`config.mk`:
```
export PLATFORM = sky130hd
export DESIGN_NAME = ptq_ctrl
export DESIGN_NICKNAME = d
export VERILOG_FILES = /design/src/ptq_pkg.sv /design/src/ptq_ctrl.sv
export SDC_FILE = /design/constraint.sdc
export NUM_CORES = 1
export LEC_CHECK = 0
export BUFFER_PORTS_ARGS = -buffer_cell sky130_fd_sc_hd__clkbuf_2
export CAP_MARGIN = 20
export CELL_PAD_IN_SITES_DETAIL_PLACEMENT = 0
export CELL_PAD_IN_SITES_GLOBAL_PLACEMENT = 1
export CORE_MARGIN = 3
export CORE_UTILIZATION = 13
export DETAILED_ROUTE_END_ITERATION = 7
export PLACE_DENSITY_LB_ADDON = 0.1
export SETUP_SLACK_MARGIN = 0.3
export SLEW_MARGIN = 20
export SYNTH_ARGS = -nofsm -noshare
export SYNTH_HDL_FRONTEND = slang
export SYNTH_SLANG_ARGS = --single-unit
```
`constraint.sdc`:
```
create_clock -name clock -period 1.15 [get_ports clock]
set_input_delay 0.115 -clock clock [delete_from_list [all_inputs] [get_ports clock]]
set_output_delay 0.115 -clock clock [all_outputs]
set_load 0.02 [all_outputs]
```
`src/ptq_pkg.sv`:
```
`timescale 1ns / 1ps
// ---------------------------------------------------------------------------
// ptq_pkg: shared types and constants of the periodic timer queue
// Holds sizes, command codes, the controller state type, the command and
// status structs between controller and datapath, and the wrap-aware compare.
// ---------------------------------------------------------------------------
package ptq_pkg;

   localparam int NUM_TIMERS = 16;
   localparam int TIME_BITS  = 48;
   localparam int ID_BITS    = (NUM_TIMERS > 1) ? $clog2(NUM_TIMERS) : 1;
   localparam int CNT_BITS   = $clog2(NUM_TIMERS + 1);
   localparam int US_PER_MS  = 1000;
   localparam int PROD_BITS  = 32 + 10;

   // Command codes carried on the input channel.
   typedef enum logic [1:0] {
      CMD_START = 2'd0,
      CMD_STOP  = 2'd1,
      CMD_TICK  = 2'd2,
      CMD_NONE  = 2'd3
   } command_type;

   // Controller states.
   typedef enum logic [2:0] {
      ST_IDLE,
      ST_DECODE,
      ST_MUL,
      ST_ADD,
      ST_INSERT,
      ST_REMOVE,
      ST_NOW,
      ST_CHECK
   } state_type;

   // Commands from the controller to the datapath.
   typedef struct packed {
      logic load_req;   // capture an accepted beat
      logic add_now;    // advance the time by the elapsed count
      logic mul_req;    // latch a started slot and its scaled period
      logic fire;       // emit the head and latch it for re-placement
      logic add_exp;    // form the new expiry
      logic insert;     // place the latched slot in the sorted chain
      logic remove;     // unlink the requested slot
      logic clr_armed;  // disarm the requested slot
   } dp_cmd_type;

   // Status from the datapath to the controller.
   typedef struct packed {
      command_type     command;
      logic            start_ok;
      logic            stop_ok;
      logic            head_due;
      logic            rsp_busy;
      logic [CNT_BITS-1:0]   count;
      logic [NUM_TIMERS-1:0] armed;
   } dp_status_type;

   // True when a is at or after b, treating the time as a wrapping count.
   function automatic logic at_or_after(input logic [TIME_BITS-1:0] a,
                                        input logic [TIME_BITS-1:0] b);
      logic [TIME_BITS-1:0] diff;
      diff = a - b;
      return ~diff[TIME_BITS-1];
   endfunction

endpackage

```
`src/ptq_ctrl.sv`:
```
`timescale 1ns / 1ps
// ---------------------------------------------------------------------------
// ptq_ctrl: controller of the periodic timer queue
// Steps each command through decode, multiply, add and chain update.
// ---------------------------------------------------------------------------
module ptq_ctrl (
   input  logic                   clock,
   input  logic                   reset,
   input  logic                   req_valid,
   output logic                   req_ready,
   input  ptq_pkg::dp_status_type status,
   output ptq_pkg::dp_cmd_type    cmd
);

   ptq_pkg::state_type state_ff, state_in;

   // State register.
   always_ff @(posedge clock) begin
      if (reset) begin
         state_ff <= ptq_pkg::ST_IDLE;
      end else begin
         state_ff <= state_in;
      end
   end

   // Next state.
   always_comb begin
      state_in = state_ff;
      case (state_ff)
         ptq_pkg::ST_IDLE: begin
            if (req_valid) state_in = ptq_pkg::ST_DECODE;
         end
         ptq_pkg::ST_DECODE: begin
            case (status.command)
               ptq_pkg::CMD_START:
                  state_in = status.start_ok ? ptq_pkg::ST_MUL : ptq_pkg::ST_IDLE;
               ptq_pkg::CMD_STOP:
                  state_in = status.stop_ok ? ptq_pkg::ST_REMOVE : ptq_pkg::ST_IDLE;
               ptq_pkg::CMD_TICK: state_in = ptq_pkg::ST_NOW;
               default:           state_in = ptq_pkg::ST_IDLE;
            endcase
         end
         ptq_pkg::ST_MUL:    state_in = ptq_pkg::ST_ADD;
         ptq_pkg::ST_ADD:    state_in = ptq_pkg::ST_INSERT;
         ptq_pkg::ST_INSERT: state_in = ptq_pkg::ST_IDLE;
         ptq_pkg::ST_REMOVE: state_in = ptq_pkg::ST_IDLE;
         ptq_pkg::ST_NOW:    state_in = ptq_pkg::ST_CHECK;
         ptq_pkg::ST_CHECK: begin
            if (!status.head_due) state_in = ptq_pkg::ST_IDLE;
            else if (!status.rsp_busy) state_in = ptq_pkg::ST_ADD;
         end
         default: state_in = ptq_pkg::ST_IDLE;
      endcase
   end

   // Outputs.
   always_comb begin
      cmd       = '0;
      req_ready = 1'b0;
      case (state_ff)
         ptq_pkg::ST_IDLE: begin
            req_ready    = 1'b1;
            cmd.load_req = req_valid;
         end
         ptq_pkg::ST_MUL:    cmd.mul_req = 1'b1;
         ptq_pkg::ST_ADD:    cmd.add_exp = 1'b1;
         ptq_pkg::ST_INSERT: cmd.insert = 1'b1;
         ptq_pkg::ST_REMOVE: begin
            cmd.remove    = 1'b1;
            cmd.clr_armed = 1'b1;
         end
         ptq_pkg::ST_NOW:    cmd.add_now = 1'b1;
         ptq_pkg::ST_CHECK: begin
            cmd.fire = status.head_due && !status.rsp_busy;
         end
         default: cmd = '0;
      endcase
   end

endmodule

```
==> impl_metrics.py, run 1 <==
metrics = {
    "job": {
        "max_cap_viol_count": 0,
    },
    "clock_tree": {
        "clockBufferDepth": 2,
        "clkTransAtPathRegs_ns": 0.04,
        "cts_tree": "yes",
        "root_buffer": "clkbuf_4",
        "clock_sinks": 3,
        "clkLatencyLatePin_ns": 0.23,
        "htreeDepth": 1,
        "numCtsBuffers": 3,
    },
    "timing": {
        "layout_setup_ws_ns": -0.136,
        "hold_violations": 0,
        "rsz0062_at_grt": "true",
        "finalCritPeriodShare_pct": 112,
        "timing.final.max_slew_violations": 0,
        "finalClockSkew_ns": 0.00530,
        "fmax_mhz": 777,
        "finalSetupTns_ns": -0.872,
        "finalSetupViolCount": 10,
        "worstMarginPinSlew_ns": 0.200,
        "slew_headroom_pct": 86.6,
        "fin_crit_ns": 1.29,
    },
    "synthesis": {
        "ys_seq_elements": 3,
        "synthAdderAreaFrac_pct": 0,
        "synth_top_family_by_area": "simple AND/OR/NAND/NOR gates",
        "synth_xor_xnor_area_share_pct": 0,
        "synth_area_um2": 244,
        "synthCells": 35,
        "avgSynthCellArea_um2": 6.97,
        "yosys-top-cells-area": "dfxtp_1 25%, nor2_1 7.7%, a221oi_1 7.2%",
        "synth-simple-area-share_pct": 44.6,
        "synth_compound_area_share_pct": 18.5,
        "ys.flop_type": "dfxtp_1",
        "synth_top_cell_by_area": "dfxtp_1",
        "yosys_warnings": 0,
        "synth_edf_count": 0,
        "synth_top_area_share_pct": 24.6,
        "synthMuxAreaShare_pct": 0,
        "async_flop_share_pct": 0,
        "ys_seq_area_share_pct": 24.6,
        "synthesis.nets": 65,
        "synth_cell_types": 18,
    },
    "global_routing": {
        "grt_pass1_vias": 343,
        "grt_max_degree": 7,
        "overflow": 0,
        "grt_pass1_wl_um": 1460,
        "antenna_found_initial": 0,
        "grt_usage_pct": 8.18,
    },
    "layout": {
        "regMostFlops": "state_ff",
        "largest_register_ffs": 3,
        "area_delta_synth_final_pct": 161,
        "fin_nets": 96,
        "stdcell_count": 90,
        "post-route-util_pct": 36.4,
        "drive_above_1_share_pct": 76.9,
        "fin_area_um2": 636,
        "largest_registers": "state_ff: 3 flops",
        "antenna_cells": 0,
    },
    "setup_path": {
        "crit_start": "state_ff[2]",
        "rr_startpoint": "state_ff[1]",
        "worst_ep_arrival_time_ns": 1.17,
        "worstSetupPathType": "flip-flop to output port",
        "critPathCaptureType": "output port",
        "cp.required_ns": 1.03,
        "cp_max_fo": 6,
        "cp-start-kind": "flip-flop",
        "reg2reg_slack_ns": -0.05,
    },
    "die": {
        "dieWidth_um": 49.3,
        "fp.dieH_um": 49.3,
        "pin_count": 39,
        "dieArea_um2": 2430,
        "start_util_pct": 14.0,
        "core_um2": 1750,
        "std_cell_rows": 15,
    },
    "pwr": {
        "peakVddDrop_mv": 0.423,
        "p_leak_uw": 0.000294,
        "p_per_area_nw_per_um2": 869,
    },
    "outcome": {
        "violations": "negative setup slack",
        "outcome": "finished, violations left",
    },
    "place": {
        "place_hpwl_um": 661,
        "dpl.cell_count": 80,
        "post-place-ws_ns": 0.00208,
        "globalplace.congestion": 0.617,
        "port_buffers": 17,
        "dpl_cell_area_um2": 417,
    },
    "detailed_routing": {
        "avgViaCountPerCell": 3.94,
        "wl_per_cell_um": 10.1,
        "routed_wl_um": 911,
        "ant_nets": 0,
        "dr_total_vias": 355,
        "first_pass_iters": 2,
        "drt_iter0_markers": 3,
        "drcViolationCount": 0,
    },
    "hold_path": {
        "hold_path.startpoint": "reset",
        "hold_class": "input pin to flip-flop",
    },
}
## stage by stage
| step | hold WS, ns | power (uW) |
|---|---|---|
| global placement | 0.331 | 277 |
| CTS | 0.0666 | 515 |
| global route | 0.0718 | 601 |
| detailed placement | 0.323 | 276 |
| floorplan | 0.184 | 218 |
| finish | 0.0771 | 552 |
## synthesized netlist by cell type, types with 2 or more instances
cell type  count
inv_1          4
nand2_1        3
nor3_1         3
a221oi_1       2
a21oi_1        3
buf_4          2
nor2_1         5
dfxtp_1        3
## area by class of cell
type	count	area, um2
clock buffer	4	26.3
sequential	3	71.3
multi-input combinational	26	230
inverter	4	15.0
timing repair buffer	28	262
tap	25	31.3
fill	189	1110
## timing repair
item,CTS,global route
endpoints found under the setup margin,12,12
cloned,0,0
hold buffers,0,0
pin swaps,3,5
setup buffers,3,3
hold endpoints to repair,0,0
resized for setup,22,24
## path summary, 6_finish.rpt
check	to	cells past startpoint
worst max-delay path	cmd[7]	4
worst max register to register	state_ff[1]	3
worst min-delay path	state_ff[1]	2
worst min register to register	state_ff[0]	2
## cells by family after synthesis
kind of cell / count (synthesis)
compound gates: 7
buf+inv: 6
flops: 3
simple gates: 19
## per-layer routing
layer / routed length, um / part of all wire, % / global-route usage (%) / vias up
met2: 448 / 49 / 11.4 / 15
met3: 55 / 6.0 / 4.89 / 0
met4: 0 / 0 / 2.84 / 0
met5: 0 / 0 / 0 / -
li1: - / - / - / 180
met1: 407 / 45 / 10.2 / 160
## critical path: stages, from the launching register on
cell and delay, ns:
dfxtp_4 0.35, buf_6 0.12, nor3_4 0.19, and2_4 0.18, buf_8 0.10
## cell usage in the layout (no fill, tap or decap), types with 2 or more instances in the layout
cell type and n:
buf_6 10, clkbuf_2 8, clkbuf_4 4, buf_4 4, nor2_4 3, inv_1 3
clkbuf_8 3, dfxtp_4 3, nor3_4 2, nor2_1 2, a21oi_1 2, buf_8 2
## power by group
group	internal [uW]	total [uW]	switching, uW
registers	112	129	16.7
logic	133	236	102
clock network	130	187	57.3
total	376	552	176
No activity file was read; power rests on OpenSTA's default activity.
==> inputs of run 2 (changes only) <==
--- a/config.mk
+++ b/config.mk
@@ -7,10 +7,10 @@
 export LEC_CHECK = 0
 export BUFFER_PORTS_ARGS = -buffer_cell sky130_fd_sc_hd__clkbuf_2
 export CAP_MARGIN = 20
-export CELL_PAD_IN_SITES_DETAIL_PLACEMENT = 0
-export CELL_PAD_IN_SITES_GLOBAL_PLACEMENT = 1
+export CELL_PAD_IN_SITES_DETAIL_PLACEMENT = 2
+export CELL_PAD_IN_SITES_GLOBAL_PLACEMENT = 2
 export CORE_MARGIN = 3
-export CORE_UTILIZATION = 13
+export CORE_UTILIZATION = 10
 export DETAILED_ROUTE_END_ITERATION = 7
 export PLACE_DENSITY_LB_ADDON = 0.1
 export SETUP_SLACK_MARGIN = 0.3
==> run 2 against run 1 <==
Clock-buffer cell count unchanged. Register-to-register slack about the same. Final cell count up 5.6%. Via count up 5.4%. Sequential share of layout area down 0.40 points. Clock power about the same. Largest power group unchanged. Largest cell class unchanged. Die area up 26%. Clock skew down 0.0028 ns. The run still ends with negative setup slack left. Worst setup slack better by 0.0035 ns.
==> impl_metrics.py, run 2 (same netlist as run 1, synthesis figures left out) <==
metrics = {
    "layout": {
        "area_delta_synth_final_pct": 170,
        "fin_nets": 98,
        "post-route-util_pct": 29.2,
        "drive_above_1_share_pct": 80.6,
        "stdcell_count": 95,
        "final_cell_mix": "10 x buf_4, 8 x clkbuf_2, 6 x buf_6",
        "largest_registers": "state_ff: 3 flops",
        "largest_register_ffs": 3,
        "antenna_cells": 0,
        "fin_area_um2": 659,
        "mostFrequentLayoutCell": "buf_4",
        "regMostFlops": "state_ff",
    },
    "hold_path": {
        "hold_path.startpoint": "reset",
        "hold_depth": 2,
        "hold_class": "input pin to flip-flop",
        "hold_end": "state_ff[1]",
    },
    "pwr": {
        "comb_power_share_pct": 44.6,
        "power_frac_seq_pct": 22.8,
        "clkPwrFrac_pct": 32.6,
        "swShare_pct": 32.3,
        "p_switching_uw": 184,
        "peakVddDrop_mv": 0.297,
        "p_total_uw": 570,
        "p_per_area_nw_per_um2": 865,
        "p_int_uw": 386,
        "p_leak_uw": 0.000295,
    },
    "detailed_routing": {
        "wl_per_cell_um": 10.7,
        "routed_wl_um": 1020,
        "top_layer_used": "met4",
        "avgViaCountPerCell": 3.94,
        "wl_met1_um": 480,
        "drcViolationCount": 0,
        "first_pass_iters": 2,
        "ant_nets": 0,
        "met3_length_um": 46,
        "wl_met2_um": 475,
        "drt_iter0_markers": 4,
        "dr_total_vias": 374,
    },
    "setup_path": {
        "worstSetupPathType": "flip-flop to output port",
        "worst_ep_arrival_time_ns": 1.17,
        "reg2reg_depth": 3,
        "cp_max_fo": 8,
        "cp-start-kind": "flip-flop",
        "rr_startpoint": "state_ff[1]",
        "max_stage_delay_ns": 0.38,
        "reg2reg_slack_ns": -0.06,
        "worstReg2RegEnd": "state_ff[1]",
        "critPathCaptureType": "output port",
        "cp.required_ns": 1.03,
        "worstPathCellList": "or2b_1 > nor2_4 > clkbuf_8",
        "slowest_stage": "dfxtp_4",
    },
    "global_routing": {
        "overflow": 0,
        "grt_max_degree": 9,
        "grt_pass1_wl_um": 1770,
        "grt_usage_pct": 7.21,
        "grt_pass1_vias": 400,
        "antenna_found_initial": 0,
    },
    "timing": {
        "whs_ns": 0.102,
        "rsz0062_at_grt": "true",
        "fin_crit_ns": 1.28,
        "hold_violations": 0,
        "finalCritPeriodShare_pct": 112,
        "fmax_mhz": 779,
        "worstMarginPinSlew_ns": 0.223,
        "slew_headroom_pct": 84.9,
        "layout_setup_ws_ns": -0.133,
        "finalSetupViolCount": 10,
        "timing.final.max_slew_violations": 0,
        "finalClockSkew_ns": 0.00247,
    },
    "place": {
        "dpl_cell_area_um2": 435,
        "globalplace.congestion": 0.628,
        "port_buffers": 17,
        "dpl.cell_count": 85,
        "place_hpwl_um": 795,
    },
    "outcome": {
        "outcome": "finished, violations left",
        "violations": "negative setup slack",
    },
    "die": {
        "dieArea_um2": 3070,
        "pin_count": 39,
        "std_cell_rows": 17,
        "start_util_pct": 10.8,
        "dieWidth_um": 55.4,
        "core_um2": 2250,
        "fp.dieH_um": 55.4,
    },
    "clock_tree": {
        "clkTransAtPathRegs_ns": 0.04,
        "hold_buffers": 0,
        "root_buffer": "clkbuf_4",
        "htreeDepth": 1,
        "numCtsBuffers": 3,
        "clockBufferDepth": 2,
        "clkLatencyLatePin_ns": 0.23,
        "cts_tree": "yes",
        "clock_sinks": 3,
    },
    "job": {
        "max_cap_viol_count": 0,
    },
}
run 2: timing repair:
| action | CTS | global route |
|---|---|---|
| pin swaps | 3 | 3 |
| gates resized for setup | 32 | 14 |
| setup buffers | 5 | 1 |
| cloned | 0 | 0 |
| endpoints found under the setup margin | 12 | 12 |
run 2: power groups by stage:
stage                     Clock, uW  Sequential (uW)  Combinational, uW
after global placement            0              134                147
final                           186              130                254
after floorplan                   0              124               93.8
after detailed placement          0              134                149
after global routing            209              132                278
after CTS                       198              130                231
run 2: cell type report:
class | count | area [um2]
well taps | 28 | 35.0
inverters | 4 | 17.5
flip-flops and latches | 3 | 71.3
multi-input cells | 26 | 241
repair buffers | 30 | 268
clock buffers | 4 | 26.3
fillers | 279 | 1600
run 2: worst max path at each step:
stage / from / end / slack (ns) / depth (start not counted)
5_1_grt: state_ff[2] / cmd[0] / -0.18 / 3
3_5_place_dp: state_ff[1] / cmd[6] / -0.03 / 4
4_1_cts: state_ff[2] / cmd[2] / -0.16 / 3
2_1_floorplan: state_ff[0] / state_ff[1] / 0.04 / 4
6_report: state_ff[2] / cmd[1] / -0.13 / 3
3_3_place_gp: state_ff[1] / state_ff[2] / -0.06 / 3
run 2: per-layer routing:
metal  vias to the layer above  GRT usage (%)
li1                        183              -
met1                       173           9.78
met2                        16           10.3
met3                         2           1.64
met4                         0           4.17
met5                         -              0
run 2: worst max-delay path: cells and delay by family, from the launching register on:
kind	cells	cell delay (ns)
buf+inv	1	0.15
simple gates	2	0.40
flops	1	0.38
run 2: metrics by stage:
step | setup TNS (ns) | setup slack (ns)
5_1_grt | -1.48 | -0.183
2_1_floorplan | 0 | 0.0408
4_1_cts | -1.18 | -0.162
3_3_place_gp | -0.0934 | -0.0588
3_5_place_dp | -0.0854 | -0.0316
6_report | -0.829 | -0.133
==> inputs of run 3 (changes only) <==
--- a/config.mk
+++ b/config.mk
@@ -12,6 +12,7 @@
 export CORE_MARGIN = 3
 export CORE_UTILIZATION = 10
 export DETAILED_ROUTE_END_ITERATION = 7
+export GPL_TIMING_DRIVEN = 0
 export PLACE_DENSITY_LB_ADDON = 0.1
 export SETUP_SLACK_MARGIN = 0.3
 export SLEW_MARGIN = 20
==> constraint.sdc (replaced) <==
create_clock -name clock -period 1.4 [get_ports clock]
set_input_delay 0.14 -clock clock [delete_from_list [all_inputs] [get_ports clock]]
set_output_delay 0.14 -clock clock [all_outputs]
set_load 0.02 [all_outputs]
==> run 3 against run 2 <==
The run now ends clean. Via count decreased by 2.1%. Power down 21%. Wire length fell by 1.1%. Clock-buffer cell count unchanged. Final area decreased by 8.3%. Sequential power is 26% lower. Register-to-register slack better by 0.18 ns. First-iteration DRC count down 100%. Die area unchanged. Critical path type unchanged. Critical endpoint is now cmd[7]. Largest power group unchanged.
==> impl_metrics.py, run 3 (same netlist as run 1, synthesis figures left out) <==
metrics = {
    "layout": {
        "largest_registers": "state_ff: 3 flops",
        "regMostFlops": "state_ff",
        "largest_register_ffs": 3,
        "fin_nets": 97,
        "fill_cells": 282,
        "drive_above_1_share_pct": 77.3,
        "final_cell_mix": "11 x buf_4, 8 x clkbuf_2, 6 x buf_6",
        "area_delta_synth_final_pct": 148,
        "antenna_cells": 0,
        "mostFrequentLayoutCell": "buf_4",
    },
    "clock_tree": {
        "numCtsBuffers": 3,
        "hold_buffers": 0,
        "clock_sinks": 3,
        "root_buffer": "clkbuf_4",
        "clkTransAtPathRegs_ns": 0.04,
        "clockBufferDepth": 2,
        "cts_tree": "yes",
        "htreeDepth": 1,
        "clkLatencyLatePin_ns": 0.23,
    },
    "place": {
        "place_hpwl_um": 743,
        "port_buffers": 17,
        "globalplace.congestion": 0.583,
        "post-place-ws_ns": 0.158,
    },
    "timing": {
        "whs_ns": 0.119,
        "slew_headroom_pct": 82.4,
        "worstMarginPinSlew_ns": 0.261,
        "rsz0062_at_grt": "true",
        "finalCritPeriodShare_pct": 93.6,
        "hold_violations": 0,
        "fin_crit_ns": 1.31,
        "fmax_mhz": 763,
        "finalClockSkew_ns": 0.00383,
        "finalSetupTns_ns": 0,
        "layout_setup_ws_ns": 0.0900,
        "timing.final.max_slew_violations": 0,
        "finalSetupViolCount": 0,
    },
    "die": {
        "dieArea_um2": 3070,
        "std_cell_rows": 17,
        "fp.dieH_um": 55.4,
        "pin_count": 39,
        "core_um2": 2250,
        "start_util_pct": 10.8,
        "dieWidth_um": 55.4,
    },
    "pwr": {
        "p_per_area_nw_per_um2": 742,
        "p_leak_uw": 0.000273,
        "peakVddDrop_mv": 0.207,
    },
    "detailed_routing": {
        "first_pass_iters": 1,
        "wl_per_cell_um": 10.7,
        "dr_total_vias": 366,
        "drcViolationCount": 0,
        "drt_iter0_markers": 0,
        "avgViaCountPerCell": 3.89,
        "ant_nets": 0,
        "routed_wl_um": 1010,
    },
    "setup_path": {
        "worst_ep_arrival_time_ns": 1.17,
        "cp-start-kind": "flip-flop",
        "cp_max_fo": 3,
        "cp.required_ns": 1.26,
        "critPathCaptureType": "output port",
        "worstSetupPathType": "flip-flop to output port",
    },
    "hold_path": {
        "hold_class": "input pin to flip-flop",
    },
    "global_routing": {
        "antenna_found_initial": 0,
        "grt_max_degree": 8,
        "grt_usage_pct": 7.78,
        "grt_pass1_vias": 423,
        "grt_pass1_wl_um": 1890,
        "overflow": 0,
    },
    "outcome": {
        "outcome": "completed",
    },
    "job": {
        "max_cap_viol_count": 0,
    },
}
run 3: cell count changes in the layout (fill, tap and decap cells not counted), moves of 2 or more:
cell      before  now
nor3_2         0    2
clkbuf_8       4    1
nor3_4         3    1
clkbuf_4       3    5
run 3: final timing paths:
path	start	endpoint	slack (ns)	cells after the start
min	reset	state_ff[1]	0.12	2
min reg2reg	state_ff[1]	state_ff[1]	0.68	3
max	state_ff[2]	cmd[7]	0.09	4
max reg2reg	state_ff[2]	state_ff[1]	0.12	4
run 3: through the flow:
| step | total power, uW | util (%) | area, um2 | cells |
|---|---|---|---|---|
| finish | 448 | 26.8 | 604 | 94 |
| global route | 490 | 26.8 | 604 | 94 |
| CTS | 435 | 24.7 | 557 | 93 |
| detailed placement | 219 | 17.4 | 393 | 80 |
| global placement | 219 | 17.4 | 393 | 80 |
| floorplan | 176 | - | 273 | 35 |
run 3: metal layers:
layer / share of wire (%) / up-vias / wire length (um) / global-route usage (%)
met2: 47 / 17 / 470 / 12.2
met1: 45 / 164 / 453 / 9.18
met5: 0 / - / 0 / 0
met4: 2.4 / 0 / 24 / 5.21
met3: 5.9 / 4 / 59 / 2.10
li1: - / 181 / - / -
run 3: final cells by class:
| type | instances | area [um2] | area share, % |
|---|---|---|---|
| repair buffers | 27 | 215 | 35.6 |
| inverters | 4 | 17.5 | 2.90 |
| well taps | 28 | 35.0 | 5.80 |
| multi-input cells | 26 | 224 | 37.1 |
| plain buffers | 2 | 18.8 | 3.11 |
| clock buffers | 4 | 26.3 | 4.35 |
| flip-flops and latches | 3 | 67.6 | 11.2 |
run 3: critical path, stage by stage (launching register included):
cell	delay, ns
dfxtp_4	0.34
buf_6	0.11
nor3_4	0.20
and2_4	0.18
buf_8	0.10
run 3: where the power goes:
group          internal (uW)  total, uW  switching (uW)
Combinational            110        200            89.6
Sequential              91.1       96.0            4.96
Clock                    107        153            45.9
Total                    308        448             140
run 3: timing repair:
item / CTS / global route
resized for setup: 22 / 16
endpoints found under the setup margin: 12 / 12
setup buffers: 9 / 1
pin swaps: 5 / 3
